File: config.mk
export PLATFORM = sky130hd
export DESIGN_NAME = rrbc_ctrl
export DESIGN_NICKNAME = d
export VERILOG_FILES = /design/src/design/rrbc_pkg.sv /design/src/design/rrbc_ctrl.sv
export SDC_FILE = /design/constraint.sdc
export NUM_CORES = 1
export LEC_CHECK = 0
export BUFFER_PORTS_ARGS = -buffer_cell sky130_fd_sc_hd__buf_2
export CORE_MARGIN = 3
export CORE_UTILIZATION = 43
export DETAILED_ROUTE_END_ITERATION = 8
export GPL_TIMING_DRIVEN = 1
export MAX_ROUTING_LAYER = met4
export PLACE_DENSITY = 0.77
export SYNTH_ARGS = -nofsm -noshare
export SYNTH_HDL_FRONTEND = slang
export SYNTH_SLANG_ARGS = --single-unit
File: constraint.sdc
create_clock -name clk -period 1.65 [get_ports clk]
set_input_delay 0.0825 -clock clk [delete_from_list [all_inputs] [get_ports clk]]
set_output_delay 0.0825 -clock clk [all_outputs]
set_load 0.01 [all_outputs]
File: src/design/rrbc_pkg.sv
`default_nettype none
package rrbc_pkg;

  localparam int RAM_OFFSET_W = 13;  // byte offset inside one 8 KiB RAM bank
  localparam int ROM_OFFSET_W = 14;  // byte offset inside one 16 KiB ROM bank
  localparam int ROM_BANK_W   = 7;
  localparam int ROM_ADDR_W   = ROM_BANK_W + ROM_OFFSET_W;
  localparam int CFG_INDEX_W  = 4;
  localparam int CFG_DATA_W   = 8;

  localparam logic       REQ_READ  = 1'b0;
  localparam logic       REQ_WRITE = 1'b1;

  localparam logic [3:0] RAM_ENABLE_KEY = 4'hA;
  localparam logic [7:0] OPEN_BUS_BYTE  = 8'hFF;

  // Bus regions on address[15:13]
  localparam logic [2:0] REGION_RAM_ENABLE = 3'd0;
  localparam logic [2:0] REGION_LOW_BANK   = 3'd1;
  localparam logic [2:0] REGION_UPPER_BANK = 3'd2;
  localparam logic [2:0] REGION_MODE       = 3'd3;
  localparam logic [2:0] REGION_EXT_RAM    = 3'd5;

  // Configuration register indexes
  localparam logic [CFG_INDEX_W-1:0] CFG_ROM_BANK_MASK = 4'd0;
  localparam logic [CFG_INDEX_W-1:0] CFG_HAS_RAM       = 4'd1;
  localparam logic [CFG_INDEX_W-1:0] CFG_RAM_BANK_MASK = 4'd2;
  localparam logic [CFG_INDEX_W-1:0] CFG_HAS_BATTERY   = 4'd3;

  typedef struct packed {
    logic        kind;
    logic [15:0] address;
    logic [7:0]  wdata;
  } req_t;

  typedef struct packed {
    logic                    rom_fetch;
    logic [ROM_ADDR_W-1:0]   rom_address;
    logic                    ram_read;
    logic                    ram_we;
    logic [1:0]              ram_bank;
    logic [RAM_OFFSET_W-1:0] ram_offset;
    logic [7:0]              fixed_data;
    logic                    save_pending;
  } access_t;

endpackage
`default_nettype wire

File: src/design/rrbc_ctrl.sv
`default_nettype none
module rrbc_ctrl (
  input  wire logic                             clk,
  input  wire logic                             rst,
  input  wire logic                             cfg_valid,
  input  wire logic [rrbc_pkg::CFG_INDEX_W-1:0] cfg_index,
  input  wire logic [rrbc_pkg::CFG_DATA_W-1:0]  cfg_data,
  input  wire logic                             accept,
  input  wire rrbc_pkg::req_t                   req,
  output rrbc_pkg::access_t                     acc
);
  import rrbc_pkg::*;

  logic [ROM_BANK_W-1:0] rom_bank_mask;
  logic                  has_ram;
  logic [1:0]            ram_bank_mask;
  logic                  has_battery;

  logic [3:0] ram_enable_nibble, ram_enable_nibble_next;
  logic [4:0] low_rom_bank, low_rom_bank_next;
  logic [1:0] upper_bank_bits, upper_bank_bits_next;
  logic       banking_mode, banking_mode_next;
  logic       save_flag, save_flag_next;

  logic                  ram_active;
  logic [ROM_BANK_W-1:0] rom_bank_lo, rom_bank_hi;

  always_comb begin
    ram_enable_nibble_next = ram_enable_nibble;
    low_rom_bank_next      = low_rom_bank;
    upper_bank_bits_next   = upper_bank_bits;
    banking_mode_next      = banking_mode;
    save_flag_next         = save_flag;
    acc                    = '0;
    ram_active  = (ram_enable_nibble == RAM_ENABLE_KEY) && has_ram;
    rom_bank_lo = (banking_mode ? {upper_bank_bits, 5'b00000} : '0) & rom_bank_mask;
    rom_bank_hi = {upper_bank_bits, low_rom_bank} & rom_bank_mask;
    acc.ram_bank   = (banking_mode ? upper_bank_bits : 2'b00) & ram_bank_mask;
    acc.ram_offset = req.address[RAM_OFFSET_W-1:0];
    if (req.kind == REQ_WRITE) begin
      unique case (req.address[15:13])
        REGION_RAM_ENABLE: ram_enable_nibble_next = req.wdata[3:0];
        REGION_LOW_BANK:   low_rom_bank_next =
                             (req.wdata[4:0] == 5'd0) ? 5'd1 : req.wdata[4:0];
        REGION_UPPER_BANK: upper_bank_bits_next = req.wdata[1:0];
        REGION_MODE:       banking_mode_next = req.wdata[0];
        REGION_EXT_RAM: begin
          if (ram_active) begin
            acc.ram_we = 1'b1;
            if (has_battery) save_flag_next = 1'b1;
          end
        end
        default: ;
      endcase
    end else begin
      if (!req.address[15]) begin
        acc.rom_fetch   = 1'b1;
        acc.rom_address = {req.address[14] ? rom_bank_hi : rom_bank_lo,
                           req.address[ROM_OFFSET_W-1:0]};
      end else if (req.address[15:13] == REGION_EXT_RAM && ram_active) begin
        acc.ram_read = 1'b1;
      end else begin
        acc.fixed_data = OPEN_BUS_BYTE;
      end
    end
    acc.save_pending = save_flag_next;
  end

  always_ff @(posedge clk) begin
    if (rst) begin
      rom_bank_mask     <= 7'd1;
      has_ram           <= 1'b0;
      ram_bank_mask     <= 2'd0;
      has_battery       <= 1'b0;
      ram_enable_nibble <= 4'd0;
      low_rom_bank      <= 5'd1;
      upper_bank_bits   <= 2'd0;
      banking_mode      <= 1'b0;
      save_flag         <= 1'b0;
    end else begin
      if (cfg_valid) begin
        unique case (cfg_index)
          CFG_ROM_BANK_MASK: rom_bank_mask <= cfg_data[ROM_BANK_W-1:0];
          CFG_HAS_RAM:       has_ram       <= cfg_data[0];
          CFG_RAM_BANK_MASK: ram_bank_mask <= cfg_data[1:0];
          CFG_HAS_BATTERY:   has_battery   <= cfg_data[0];
          default: ;
        endcase
      end
      if (accept) begin
        ram_enable_nibble <= ram_enable_nibble_next;
        low_rom_bank      <= low_rom_bank_next;
        upper_bank_bits   <= upper_bank_bits_next;
        banking_mode      <= banking_mode_next;
        save_flag         <= save_flag_next;
      end
    end
  end

endmodule
`default_nettype wire

# Yosys cells after proc, flatten, opt, wreduce, memory -nomap -nowiden
# Cells that the tools add are included.
[totals] ff_bits=24 out_inout_bits=48 inputBits=41 wordCells=51
[classes] n_eq_ne=8 mux=18 n_reduce_logical=13 n_bitwise=3
[ops] operator="two-way mux 8 bit" count=3
[ops] operator="two-way mux 23 bit" count=1
[ops] operator="two-way mux 22 bit" count=1
[ops] operator="AND 7 bit" count=2
[ops] operator="two-way mux 7 bit" count=2
[ops] operator="AND reduction 3 bit" count=4
[ops] operator="two-way mux 1 bit" count=9
[ops] operator="equality test 4 x 2 -> 1 bit (second input constant)" count=2
[ops] operator="AND reduction 2 bit" count=4
[ops] operator="equality test 3 x 2 -> 1 bit (second input constant)" count=2
[ops] operator="zero test 5 bit" count=1
[ops] operator="two-way mux 5 bit" count=1
[ops] operator="equality test 4 x 1 -> 1 bit (second input constant)" count=1
[ops] operator="equality test 4 bit (second input constant)" count=1
[ops] operator="zero test 4 bit" count=1
[ops] operator="equality test 3 x 1 -> 1 bit (second input constant)" count=1
[ops] operator="equality test 3 bit (second input constant)" count=1
[ops] operator="zero test 3 bit" count=1
[ops] operator="AND 2 bit" count=1
[ops] operator="logical AND 1 bit" count=2
[ops] operator="two-way mux 2 bit" count=1

# Logic depth before layout (Yosys ltp)
# Gate-level depths: netlist (run 1).
[logic_depth] word_depth=6 ltp_mapped=4 depth_no_buf=3

# Least setup slack after synthesis (run 1)
# No wires, ideal clock.
[synth_path] path_kind="reg-to-output" from="register has_ram" to="output port acc[2] (netlist name)" t_required_ps=1567 n_path_buf=1 setup_slack_ps=-5 stages_incl_launch_ff=5 t_arrival_ps=1572 path_cell_list="dfxtp_1 nor4bb_1 and4_2 nor3b_1 buf_4"
[synth_lines] item="start: declaration" line="rrbc_ctrl.sv:15" source="logic has_ram;"
[synth_lines] item="start signal: assignment" line="rrbc_ctrl.sv:84" source="CFG_HAS_RAM: has_ram <= cfg_data[0];"
[synth_lines] item="end: declaration" line="rrbc_ctrl.sv:10" source="output rrbc_pkg::access_t acc"

==> reports/metrics.cfg, run 1 <==
[outcome]
run_status = complete, no violations

[critical_path]
path_depth = 4
crit_path_start = ram_enable_nibble[3]
setup.worst_path.class = flop to primary output
worstPathBufferInverterCount = 1
reg2reg_to = save_flag
slowest_stage = sky130_fd_sc_hd__dfxtp_1
critical_path.endpoint = acc[24]
critPathRequiredTime_ns = 1.57
setup.reg_to_reg.worst_slack_ns = 0.47
r2r.worst_path.cells = 4
worstSetupEndpointType = primary output
crit_family = simple AND/OR/NAND/NOR gates
worst_path_largest_cell_delay_ns = 0.36
path_cells = nor4bb_4 > and4_4 > and2_4 > buf_6
critPathArrivalTime_ns = 1.49
timing.critical_path.fanout_max = 2
timing.rr.start = ram_enable_nibble[3]
timing.critical_path.from_type = flop

[layout]
layout-drive-gt1-share = 0.448
final_area_sq_um = 1930
area_occupied_by_multi_input_gates_sq_um = 838
seq_area_sq_um = 482
nFillCells = 308
n_antenna_cell = 0
num-nets-final = 272
area_delta_synth_final_pct = 29.8

[clock_tree]
cts_num_sinks = 24
cts-root-to-sink-buffers = 2
clk_latency_ns = 0.31
htree_num_levels = 1
clock_tree.root_cell = sky130_fd_sc_hd__clkbuf_4
path_clk_slew_ns = 0.13
tritoncts_clock_tree = yes
numCtsBuffers = 3

[timing]
rsz0062_at_grt = true
slew_limit_headroom = 0.684
finalCriticalPeriod_ns = 1.58
worst-slew-pin-transition_ns = 0.474
setup_violations = 0
fin_ws_ns = 0.0744
timing.final.max_slew_violations = 0
max_clock_freq_ghz = 0.635
final_critical_path_share_of_the_clock_period = 0.955
timing_hold_violations_final = 0
clock-skew-final_ns = 0.00120
hold_ws_ns = 0.0222
tns_ns = 0

[die]
placeableCoreArea_sq_um = 3180
floorplan.initialDensity = 0.467
die_h_um = 64.8
rows = 20
io_pins = 89
design.die.area_sq_um = 4200
fp.dieW_um = 64.8

[synthesis]
mappedNetlistArea_sq_um = 1490
yosys_most_used_dff = sky130_fd_sc_hd__dfxtp_1
synth-async-reset-ratio = 0
avgSynthCellArea_sq_um = 9.17
synth_cell_type_count = 30
synth_cells = 162
synth-warning-count = 0
synth_nets = 203
synth_seq_cells = 24
synth-seq-area-share = 0.324
synth_enable_flop_cells = 0

[grt]
grt_first_pass_wirelength_um = 5620
globalRouteTotalUtil = 0.175
grt_start_max_net_pins = 40
grt_antenna_before_repair = 0
grt_pass1_vias = 1249
globalRouteOverflowTotal = 0

[pwr]
power_density_nw_per_um2 = 642
fin_total_pwr_w = 0.00124
vdd.ir_drop.worst_mv = 0.357
static_leakage_nw = 0.936

[route]
drt_wl_cell_um = 12.7
vias = 1304
detailroute.wirelength.met3_um = 310
detailroute.wirelength.met2_um = 1830
dr.pass1.iters = 4
ant_nets = 0
initialDrtViolationCount = 27
detail_route.vias_per_cell = 4.76
wl_um = 3480
highest_routed_layer = met4
drcViolationCount = 0
detail_route.wirelength.met1_um = 1340

[hold_path]
worst_hold_path_type = input pin to flop
whs_path_depth = 3

[placed_design]
dp_worst_setup_slack_ns = 0.338
dpl_cell_area_sq_um = 1800
place_hpwl_um = 2760
placement.io_buffers = 84
final_weighted_congestion_in_routability_driven_placement = 0.730

[run]
maxCapViolCount = 0

## layout make-up
class                   instances  share of cell area
clock buffers                   3              0.0117
clock inverters                 1              0.0156
repair buffers                 92               0.258
well taps                      44              0.0286
inverters                       1             0.00195
multi-input cells             109               0.435
flip-flops and latches         24               0.250
## stage by stage
step | util | cells
2_1_floorplan | - | 162
3_3_place_gp | 0.565 | 265
3_5_place_dp | 0.565 | 265
4_1_cts | 0.598 | 273
5_1_grt | 0.607 | 274
6_report | 0.607 | 274
## logic make-up (layout without fill, tap and decap cells)
group                  after synthesis  in the layout  synth area share
AOI/OAI and AO/OA                    3              3            0.0126
and+or+nand+nor                     83             83             0.377
muxes                               23             23             0.155
buffers and inverters               29             97             0.132
DFF                                 24             24             0.324
## cell usage in the layout (no fill, tap or decap), types with 3 or more instances in the layout
| cell type | count |
|---|---|
| sky130_fd_sc_hd__dlygate4sd3_1 | 4 |
| sky130_fd_sc_hd__clkbuf_4 | 3 |
| sky130_fd_sc_hd__and3_1 | 9 |
| sky130_fd_sc_hd__nor2_1 | 5 |
| sky130_fd_sc_hd__buf_4 | 4 |
| sky130_fd_sc_hd__and2_1 | 15 |
| sky130_fd_sc_hd__buf_2 | 83 |
| sky130_fd_sc_hd__nand2b_1 | 34 |
| sky130_fd_sc_hd__dfxtp_1 | 23 |
| sky130_fd_sc_hd__mux2i_1 | 23 |
## power breakdown
part	switching (W)	total, W	internal [W]
Combinational	0.000109	0.000218	0.000109
Sequential	0.00000427	0.000591	0.000587
Clock	0.000183	0.000429	0.000246
## flip-flops by register name (all words and copies together), names as in the netlist
register and cells:
ram_bank_mask 2, ram_enable_nibble 4, low_rom_bank 5, upper_bank_bits 2, save_flag 1, rom_bank_mask 7
banking_mode 1, has_battery 1, has_ram 1
## worst reg2reg max path, delay by kind of cell, from the launching register on
family	cells	cell delay, ns
buffers and inverters	1	0.17
AND/OR/NAND/NOR	2	0.49
flip-flops	1	0.36
AO/OA/AOI/OAI	1	0.10
## cell usage after synthesis (2+ instances only)
| master | count | share of area |
|---|---|---|
| sky130_fd_sc_hd__nand2b_1 | 34 | 0.14 |
| sky130_fd_sc_hd__dfxtp_1 | 24 | 0.32 |
| sky130_fd_sc_hd__mux2i_1 | 23 | 0.16 |
| sky130_fd_sc_hd__buf_4 | 21 | 0.11 |
| sky130_fd_sc_hd__and2_1 | 16 | 0.067 |
| sky130_fd_sc_hd__and3_1 | 9 | 0.038 |
| sky130_fd_sc_hd__clkbuf_1 | 5 | 0.013 |
| sky130_fd_sc_hd__nor2_1 | 5 | 0.013 |
| sky130_fd_sc_hd__nand2_1 | 2 | 0.0051 |
| sky130_fd_sc_hd__nor3_1 | 2 | 0.0067 |
| sky130_fd_sc_hd__nor4bb_1 | 2 | 0.013 |
## layer usage
metal | vias up | GRT usage
li1 | 662 | -
met1 | 574 | 0.182
met2 | 66 | 0.332
met3 | 2 | 0.0260
met4 | 0 | 0.0580
met5 | - | -
## worst min-delay path by stage
stage / startpoint / to / slack (ns)
finish: req[4] / low_rom_bank[4] / 0.02
global route: req[4] / low_rom_bank[4] / 0.03
CTS: req[4] / low_rom_bank[4] / 0.01
detailed placement: cfg_data[5] / rom_bank_mask[5] / 0.36
global placement: cfg_data[2] / rom_bank_mask[2] / 0.35
floorplan: req[24] / acc[25] / 0.21
## repair_timing
action,CTS,global route
buffers inserted,0,1
hold endpoints to repair,4,0
pin swaps,0,4
endpoints found under the setup margin,10,11
resized for setup,3,5
hold buffers,4,0
Power figures use the tool's default switching activity.
==> inputs of run 2 (changes only) <==
--- a/config.mk
+++ b/config.mk
@@ -7,11 +7,11 @@
 export LEC_CHECK = 0
 export BUFFER_PORTS_ARGS = -buffer_cell sky130_fd_sc_hd__buf_2
 export CORE_MARGIN = 3
-export CORE_UTILIZATION = 43
+export CORE_UTILIZATION = 39
 export DETAILED_ROUTE_END_ITERATION = 8
 export GPL_TIMING_DRIVEN = 1
 export MAX_ROUTING_LAYER = met4
-export PLACE_DENSITY = 0.77
+export PLACE_DENSITY = 0.73
 export SYNTH_ARGS = -nofsm -noshare
 export SYNTH_HDL_FRONTEND = slang
 export SYNTH_SLANG_ARGS = --single-unit
==> constraint.sdc (replaced) <==
create_clock -name clk -period 1.3 [get_ports clk]
set_input_delay 0.065 -clock clk [delete_from_list [all_inputs] [get_ports clk]]
set_output_delay 0.065 -clock clk [all_outputs]
set_load 0.01 [all_outputs]
==> run 2 against run 1 <==
Sequential cell count unchanged. The run now ends with negative setup slack left. Utilization is 6.9 points lower. Largest cell class unchanged. Die area increased by 9.3%. Setup slack got worse by 0.24 ns. Sequential share of layout area is 0.78 points higher. Via count down 4.9%. Highest routed layer unchanged. Cell area shrank 2.5%. First-iteration DRC count increased by 110%. Clock skew decreased by 0.00071 ns. Cell count fell by 1.1%.
==> reports/metrics.cfg, run 2 (synthesis gave the netlist of run 1 again) <==
[clock_tree]
numCtsBuffers = 3  ; unchanged
clk_latency_ns = 0.26  ; was 0.31 ns
post_cts_hold_buffer_count = 0  ; was 4
clock_tree.root_cell = sky130_fd_sc_hd__clkbuf_8  ; was sky130_fd_sc_hd__clkbuf_4
htree_num_levels = 1  ; unchanged
cts_num_sinks = 24  ; unchanged
tritoncts_clock_tree = yes  ; unchanged
cts-root-to-sink-buffers = 2  ; unchanged
path_clk_slew_ns = 0.08  ; was 0.13 ns
cts_post_setup_buffers_inserted = 0  ; unchanged

[pwr]
netSwitchingPower_w = 0.000379  ; was 0.000296 W
power_switching_share = 0.249  ; was 0.239
power_density_nw_per_um2 = 810  ; was 642 nW/um^2
intPower_w = 0.00114  ; was 0.000941 W
fin_total_pwr_w = 0.00152  ; was 0.00124 W
static_leakage_nw = 0.914  ; was 0.936 nW
power_frac_clock = 0.333  ; was 0.346
vdd.ir_drop.worst_mv = 0.719  ; was 0.357 mV
sequential_power_share = 0.492  ; was 0.478
comb_power_share = 0.176  ; about the same

[layout]
biggest_registers_after_layout = rom_bank_mask: 7 flops, low_rom_bank: 5 flops, ram_enable_nibble: 4 flops  ; unchanged
mostFrequentLayoutCell = sky130_fd_sc_hd__buf_2  ; unchanged
n_antenna_cell = 0  ; unchanged
largest_register = rom_bank_mask  ; unchanged
largest_register_ffs = 7  ; unchanged
layout_common_cells = sky130_fd_sc_hd__buf_2, sky130_fd_sc_hd__nand2b_1, sky130_fd_sc_hd__mux2i_1  ; was sky130_fd_sc_hd__buf_2, sky130_fd_sc_hd__nand2b_1, sky130_fd_sc_hd__mux2i_1, sky130_fd_sc_hd__dfxtp_1, sky130_fd_sc_hd__and2_1
final-instance-count-excl-fill = 271  ; was 274
layout.core_utilization = 0.538  ; was 0.607
area_delta_synth_final_pct = 26.5  ; was 29.8%
num-nets-final = 267  ; was 272
layout-drive-gt1-share = 0.458  ; was 0.448
nFillCells = 339  ; was 308

[die]
floorplan.initialDensity = 0.425  ; was 0.467
fp.dieW_um = 67.7  ; was 64.8 um
placeableCoreArea_sq_um = 3490  ; was 3180 sq um
io_pins = 89  ; unchanged
design.die.area_sq_um = 4580  ; was 4200 sq um
die_h_um = 67.7  ; was 64.8 um
rows = 21  ; was 20

[placed_design]
final_weighted_congestion_in_routability_driven_placement = 0.773  ; was 0.730
placement.io_buffers = 84  ; unchanged
place_hpwl_um = 2670  ; was 2760 um
dp.cells = 267  ; was 265

[grt]
grt_first_pass_wirelength_um = 5260  ; was 5620 um
grt_antenna_before_repair = 0  ; unchanged
grt_start_max_net_pins = 40  ; unchanged
globalRouteTotalUtil = 0.155  ; was 0.175
globalRouteOverflowTotal = 0  ; unchanged
grt_pass1_vias = 1137  ; was 1,249

[critical_path]
worstPathBufferInverterCount = 1  ; unchanged
critPathArrivalTime_ns = 1.40  ; was 1.49 ns
worstSetupEndpointType = primary output  ; unchanged
timing.critical_path.from_type = flop  ; unchanged
critPathRequiredTime_ns = 1.24  ; was 1.57 ns
worst_path_largest_cell_delay_ns = 0.34  ; was 0.36 ns
slowest_stage = sky130_fd_sc_hd__dfxtp_2  ; was sky130_fd_sc_hd__dfxtp_1
setup.worst_path.class = flop to primary output  ; unchanged
timing.critical_path.fanout_max = 2  ; unchanged
crit_family = simple AND/OR/NAND/NOR gates  ; unchanged
path_cells = nor4bb_4 > and4_4 > and2_1 > buf_2  ; was nor4bb_4 > and4_4 > and2_4 > buf_6

[timing]
finalCriticalPeriod_ns = 1.47
worst-slew-pin-transition_ns = 0.483  ; was 0.474 ns
rsz0062_at_grt = true  ; unchanged
slew_limit_headroom = 0.678  ; was 0.684
timing.final.max_slew_violations = 0  ; unchanged
max_clock_freq_ghz = 0.682
clock-skew-final_ns = 0.000487  ; was 0.00120 ns
fin_ws_ns = -0.166  ; was 0.0744 ns
timing_hold_violations_final = 0  ; unchanged
setup_violations = 11  ; was 0
tns_ns = -1.48  ; was 0 ns
hold_ws_ns = 0.0452  ; was 0.0222 ns
final_critical_path_share_of_the_clock_period = 1.13

[route]
drcViolationCount = 0  ; unchanged
ant_nets = 0  ; unchanged
wl_um = 3310  ; was 3480 um
drt_wl_cell_um = 12.2  ; was 12.7 um
dr.pass1.iters = 4  ; unchanged
vias = 1240  ; was 1,304
initialDrtViolationCount = 56  ; was 27
detail_route.vias_per_cell = 4.58  ; was 4.76

[outcome]
violations = negative setup slack
run_status = complete, but fails checks  ; was complete, no violations

[run]
maxCapViolCount = 0  ; unchanged

[hold_path]
worst_hold_path_type = input pin to flop  ; unchanged

==> run 2: repair_timing <==
| item | in CTS | in global routing |
|---|---|---|
| endpoints found under the setup margin | 11 | 11 |
| pin swaps | 6 | 4 |
| resized for setup | 6 | 1 |
==> run 2: worst paths after layout <==
kind         slack (ns)                 start  depth (start not counted)               end
min reg2reg        0.47       low_rom_bank[4]                          2   low_rom_bank[4]
max reg2reg        0.27  ram_enable_nibble[0]                          3         save_flag
min                0.05           cfg_data[2]                          3  rom_bank_mask[2]
max               -0.17  ram_enable_nibble[0]                          4           acc[24]
==> run 2: final cells by class <==
type / count / area [sq um] / area share
inverters: 1 / 3.75 / 0.00200
flip-flops and latches: 24 / 484 / 0.258
well taps: 46 / 57.6 / 0.0306
multi-input cells: 109 / 836 / 0.445
repair buffers: 87 / 443 / 0.236
clock buffers: 4 / 55.1 / 0.0293
==> run 2: routing by layer <==
metal / wire [um] / share of wire / up-vias / global-route usage
met3: 198 / 0.060 / 5 / 0.0316
li1: - / - / 649 / -
met1: 1560 / 0.47 / 550 / 0.200
met4: 35 / 0.011 / 0 / 0.0380
met5: 0 / 0 / - / -
met2: 1520 / 0.46 / 36 / 0.248
==> run 2: through the flow <==
stage / instance area, sq um / setup WS (ns)
6_report: 1880 / -0.166
3_5_place_dp: 1800 / -0.0210
2_1_floorplan: 1500 / 0.0588
5_1_grt: 1880 / -0.252
3_3_place_gp: 1800 / 0.0155
4_1_cts: 1880 / -0.179
==> run 2: power groups by stage <==
stage / clock network [W] / logic (W) / registers [W]
5_1_grt: 0.000546 / 0.000296 / 0.000750
3_3_place_gp: 0 / 0.000266 / 0.000765
2_1_floorplan: 0 / 0.000174 / 0.000764
4_1_cts: 0.000521 / 0.000270 / 0.000749
6_report: 0.000507 / 0.000267 / 0.000749
3_5_place_dp: 0 / 0.000269 / 0.000766
==> run 2: worst reg2reg max path, cell delays in order (launching register included) <==
cell and delay [ns]:
sky130_fd_sc_hd__dfxtp_2 0.34, sky130_fd_sc_hd__nor4bb_4 0.29, sky130_fd_sc_hd__nand4_1 0.18, sky130_fd_sc_hd__o22ai_1 0.15
==> inputs of run 3 (changes only) <==
--- a/config.mk
+++ b/config.mk
@@ -6,10 +6,10 @@
 export NUM_CORES = 1
 export LEC_CHECK = 0
 export BUFFER_PORTS_ARGS = -buffer_cell sky130_fd_sc_hd__buf_2
-export CORE_MARGIN = 3
 export CORE_UTILIZATION = 39
 export DETAILED_ROUTE_END_ITERATION = 8
 export GPL_TIMING_DRIVEN = 1
+export HOLD_SLACK_MARGIN = 0.02
 export MAX_ROUTING_LAYER = met4
 export PLACE_DENSITY = 0.73
 export SYNTH_ARGS = -nofsm -noshare
==> run 3 against run 2 <==
The flow still finishes with violations (negative setup slack). First-iteration DRC count down 27%. Global-route usage up 0.15 points. Cell area up 0.53%. Clock power about the same. Critical path depth unchanged. Register-to-register slack about the same. Utilization down 2.2 points. Sequential cell count unchanged. Clock-buffer cell count unchanged. Sequential share of layout area down 0.14 points. Die area down 11%. Sequential power about the same.
==> reports/metrics.cfg, run 3 (synthesis gave the netlist of run 1 again) <==
[outcome]
run_status = complete, but fails checks  ; unchanged
violations = negative setup slack  ; unchanged

[critical_path]
timing.critical_path.from_type = flop  ; unchanged
worstPathBufferInverterCount = 1  ; unchanged
worstSetupEndpointType = primary output  ; unchanged
crit_family = simple AND/OR/NAND/NOR gates  ; unchanged
critPathArrivalTime_ns = 1.42  ; was 1.40 ns
worst_path_largest_cell_delay_ns = 0.35  ; was 0.34 ns
setup.worst_path.class = flop to primary output  ; unchanged
timing.critical_path.fanout_max = 2  ; unchanged
path_cells = nor4bb_4 > and4_4 > and2_1 > buf_2  ; unchanged
critPathRequiredTime_ns = 1.24  ; about the same
slowest_stage = sky130_fd_sc_hd__dfxtp_2  ; unchanged

[route]
wl_um = 2990  ; was 3310 um
drt_wl_cell_um = 10.9  ; was 12.2 um
initialDrtViolationCount = 41  ; was 56
dr.pass1.iters = 4  ; unchanged
detail_route.vias_per_cell = 4.53  ; was 4.58
drcViolationCount = 0  ; unchanged
ant_nets = 0  ; unchanged
vias = 1241  ; was 1,240

[timing]
clock-skew-final_ns = 0.00146  ; was 0.000487 ns
setup_violations = 11  ; unchanged
timing_hold_violations_final = 0  ; unchanged
fin_ws_ns = -0.184  ; was -0.166 ns
slew_limit_headroom = 0.681  ; was 0.678
final_critical_path_share_of_the_clock_period = 1.14  ; was 1.13
max_clock_freq_ghz = 0.674  ; was 0.682 GHz
finalCriticalPeriod_ns = 1.48  ; was 1.47 ns
rsz0062_at_grt = true  ; unchanged
timing.final.max_slew_violations = 0  ; unchanged
hold_ws_ns = 0.0454  ; was 0.0452 ns
worst-slew-pin-transition_ns = 0.479  ; was 0.483 ns

[grt]
grt_antenna_before_repair = 0  ; unchanged
grt_start_max_net_pins = 40  ; unchanged
globalRouteTotalUtil = 0.157  ; was 0.155
grt_pass1_vias = 1050  ; was 1,137
globalRouteOverflowTotal = 0  ; unchanged
grt_first_pass_wirelength_um = 4890  ; was 5260 um

[layout]
nFillCells = 345  ; was 339
area_delta_synth_final_pct = 27.2  ; was 26.5%
final_area_sq_um = 1890  ; was 1880 sq um
layout_common_cells = sky130_fd_sc_hd__buf_2, sky130_fd_sc_hd__nand2b_1, sky130_fd_sc_hd__mux2i_1  ; unchanged
final-instance-count-excl-fill = 274  ; was 271
layout-drive-gt1-share = 0.460  ; was 0.458
n_antenna_cell = 0  ; unchanged
largest_register = rom_bank_mask  ; unchanged
largest_register_ffs = 7  ; unchanged
mostFrequentLayoutCell = sky130_fd_sc_hd__buf_2  ; unchanged
num-nets-final = 268  ; was 267
biggest_registers_after_layout = rom_bank_mask: 7 flops, low_rom_bank: 5 flops, ram_enable_nibble: 4 flops  ; unchanged

[placed_design]
final_weighted_congestion_in_routability_driven_placement = 0.734  ; was 0.773
dp.cells = 269  ; was 267
place_hpwl_um = 2260  ; was 2670 um
placement.io_buffers = 84  ; unchanged
dp_worst_setup_slack_ns = 0.00343  ; was -0.0210 ns
dpl_cell_area_sq_um = 1810  ; was 1800 sq um

[clock_tree]
clk_latency_ns = 0.27  ; was 0.26 ns
path_clk_slew_ns = 0.08  ; about the same
cts_num_sinks = 24  ; unchanged
clock_tree.root_cell = sky130_fd_sc_hd__clkbuf_8  ; unchanged
cts-root-to-sink-buffers = 2  ; unchanged
numCtsBuffers = 3  ; unchanged
tritoncts_clock_tree = yes  ; unchanged
htree_num_levels = 1  ; unchanged
post_cts_hold_buffer_count = 0  ; unchanged

[pwr]
fin_total_pwr_w = 0.00152  ; about the same
power_density_nw_per_um2 = 805  ; was 810 nW/um^2
static_leakage_nw = 0.920  ; was 0.914 nW
vdd.ir_drop.worst_mv = 0.798  ; was 0.719 mV

[die]
io_pins = 89  ; unchanged
rows = 22  ; was 21
floorplan.initialDensity = 0.406  ; was 0.425
die_h_um = 63.7  ; was 67.7 um
design.die.area_sq_um = 4060  ; was 4580 sq um
fp.dieW_um = 63.7  ; was 67.7 um
placeableCoreArea_sq_um = 3660  ; was 3490 sq um

[hold_path]
worst_hold_path_type = input pin to flop  ; unchanged

[run]
maxCapViolCount = 0  ; unchanged

==> run 3: per-stage QoR <==
step | util | TNS (ns)
after global routing | 0.516 | -2.81
after CTS | 0.514 | -1.56
after global placement | 0.494 | 0
final | 0.516 | -1.65
after detailed placement | 0.494 | 0
after floorplan | - | 0
==> run 3: area by class of cell <==
class | instances | area, sq um | share of cell area
inverter | 1 | 3.75 | 0.00199
clock buffer | 4 | 55.1 | 0.0291
multi-input combinational | 109 | 836 | 0.442
sequential | 24 | 484 | 0.256
timing repair buffer | 88 | 450 | 0.238
tap | 48 | 60.1 | 0.0318
==> run 3: power by group <==
group / total, W / switching (W) / internal [W]
Clock: 0.000509 / 0.000238 / 0.000271
Combinational: 0.000262 / 0.000132 / 0.000130
Sequential: 0.000749 / 0.00000531 / 0.000744
Total: 0.00152 / 0.000375 / 0.00114
==> run 3: repair_timing <==
item	in CTS	in global routing
gates cloned	0	0
gates resized for setup	6	1
pin swaps	6	2
buffers inserted	0	1
setup endpoints to repair	11	11
==> run 3: worst paths after layout <==
kind              cells after the start                to            startpoint  slack [ns]
hold reg to reg                       2  rom_bank_mask[5]      rom_bank_mask[5]        0.47
setup / recovery                      4           acc[24]  ram_enable_nibble[2]       -0.18
setup reg to reg                      3         save_flag  ram_enable_nibble[2]        0.26
hold / removal                        3  rom_bank_mask[4]           cfg_data[4]        0.05
==> run 3: metal layers <==
metal	global-route usage	vias up	share of wire
li1	-	649	-
met1	0.206	529	0.48
met2	0.238	59	0.44
met3	0.0362	4	0.070
met4	0.0426	0	0.0090
met5	-	-	0
==> run 3: worst reg2reg max path: stages (launching register included) <==
cell and delay, ns:
sky130_fd_sc_hd__dfxtp_2 0.35, sky130_fd_sc_hd__nor4bb_4 0.30, sky130_fd_sc_hd__nand4_1 0.18, sky130_fd_sc_hd__o22ai_1 0.15
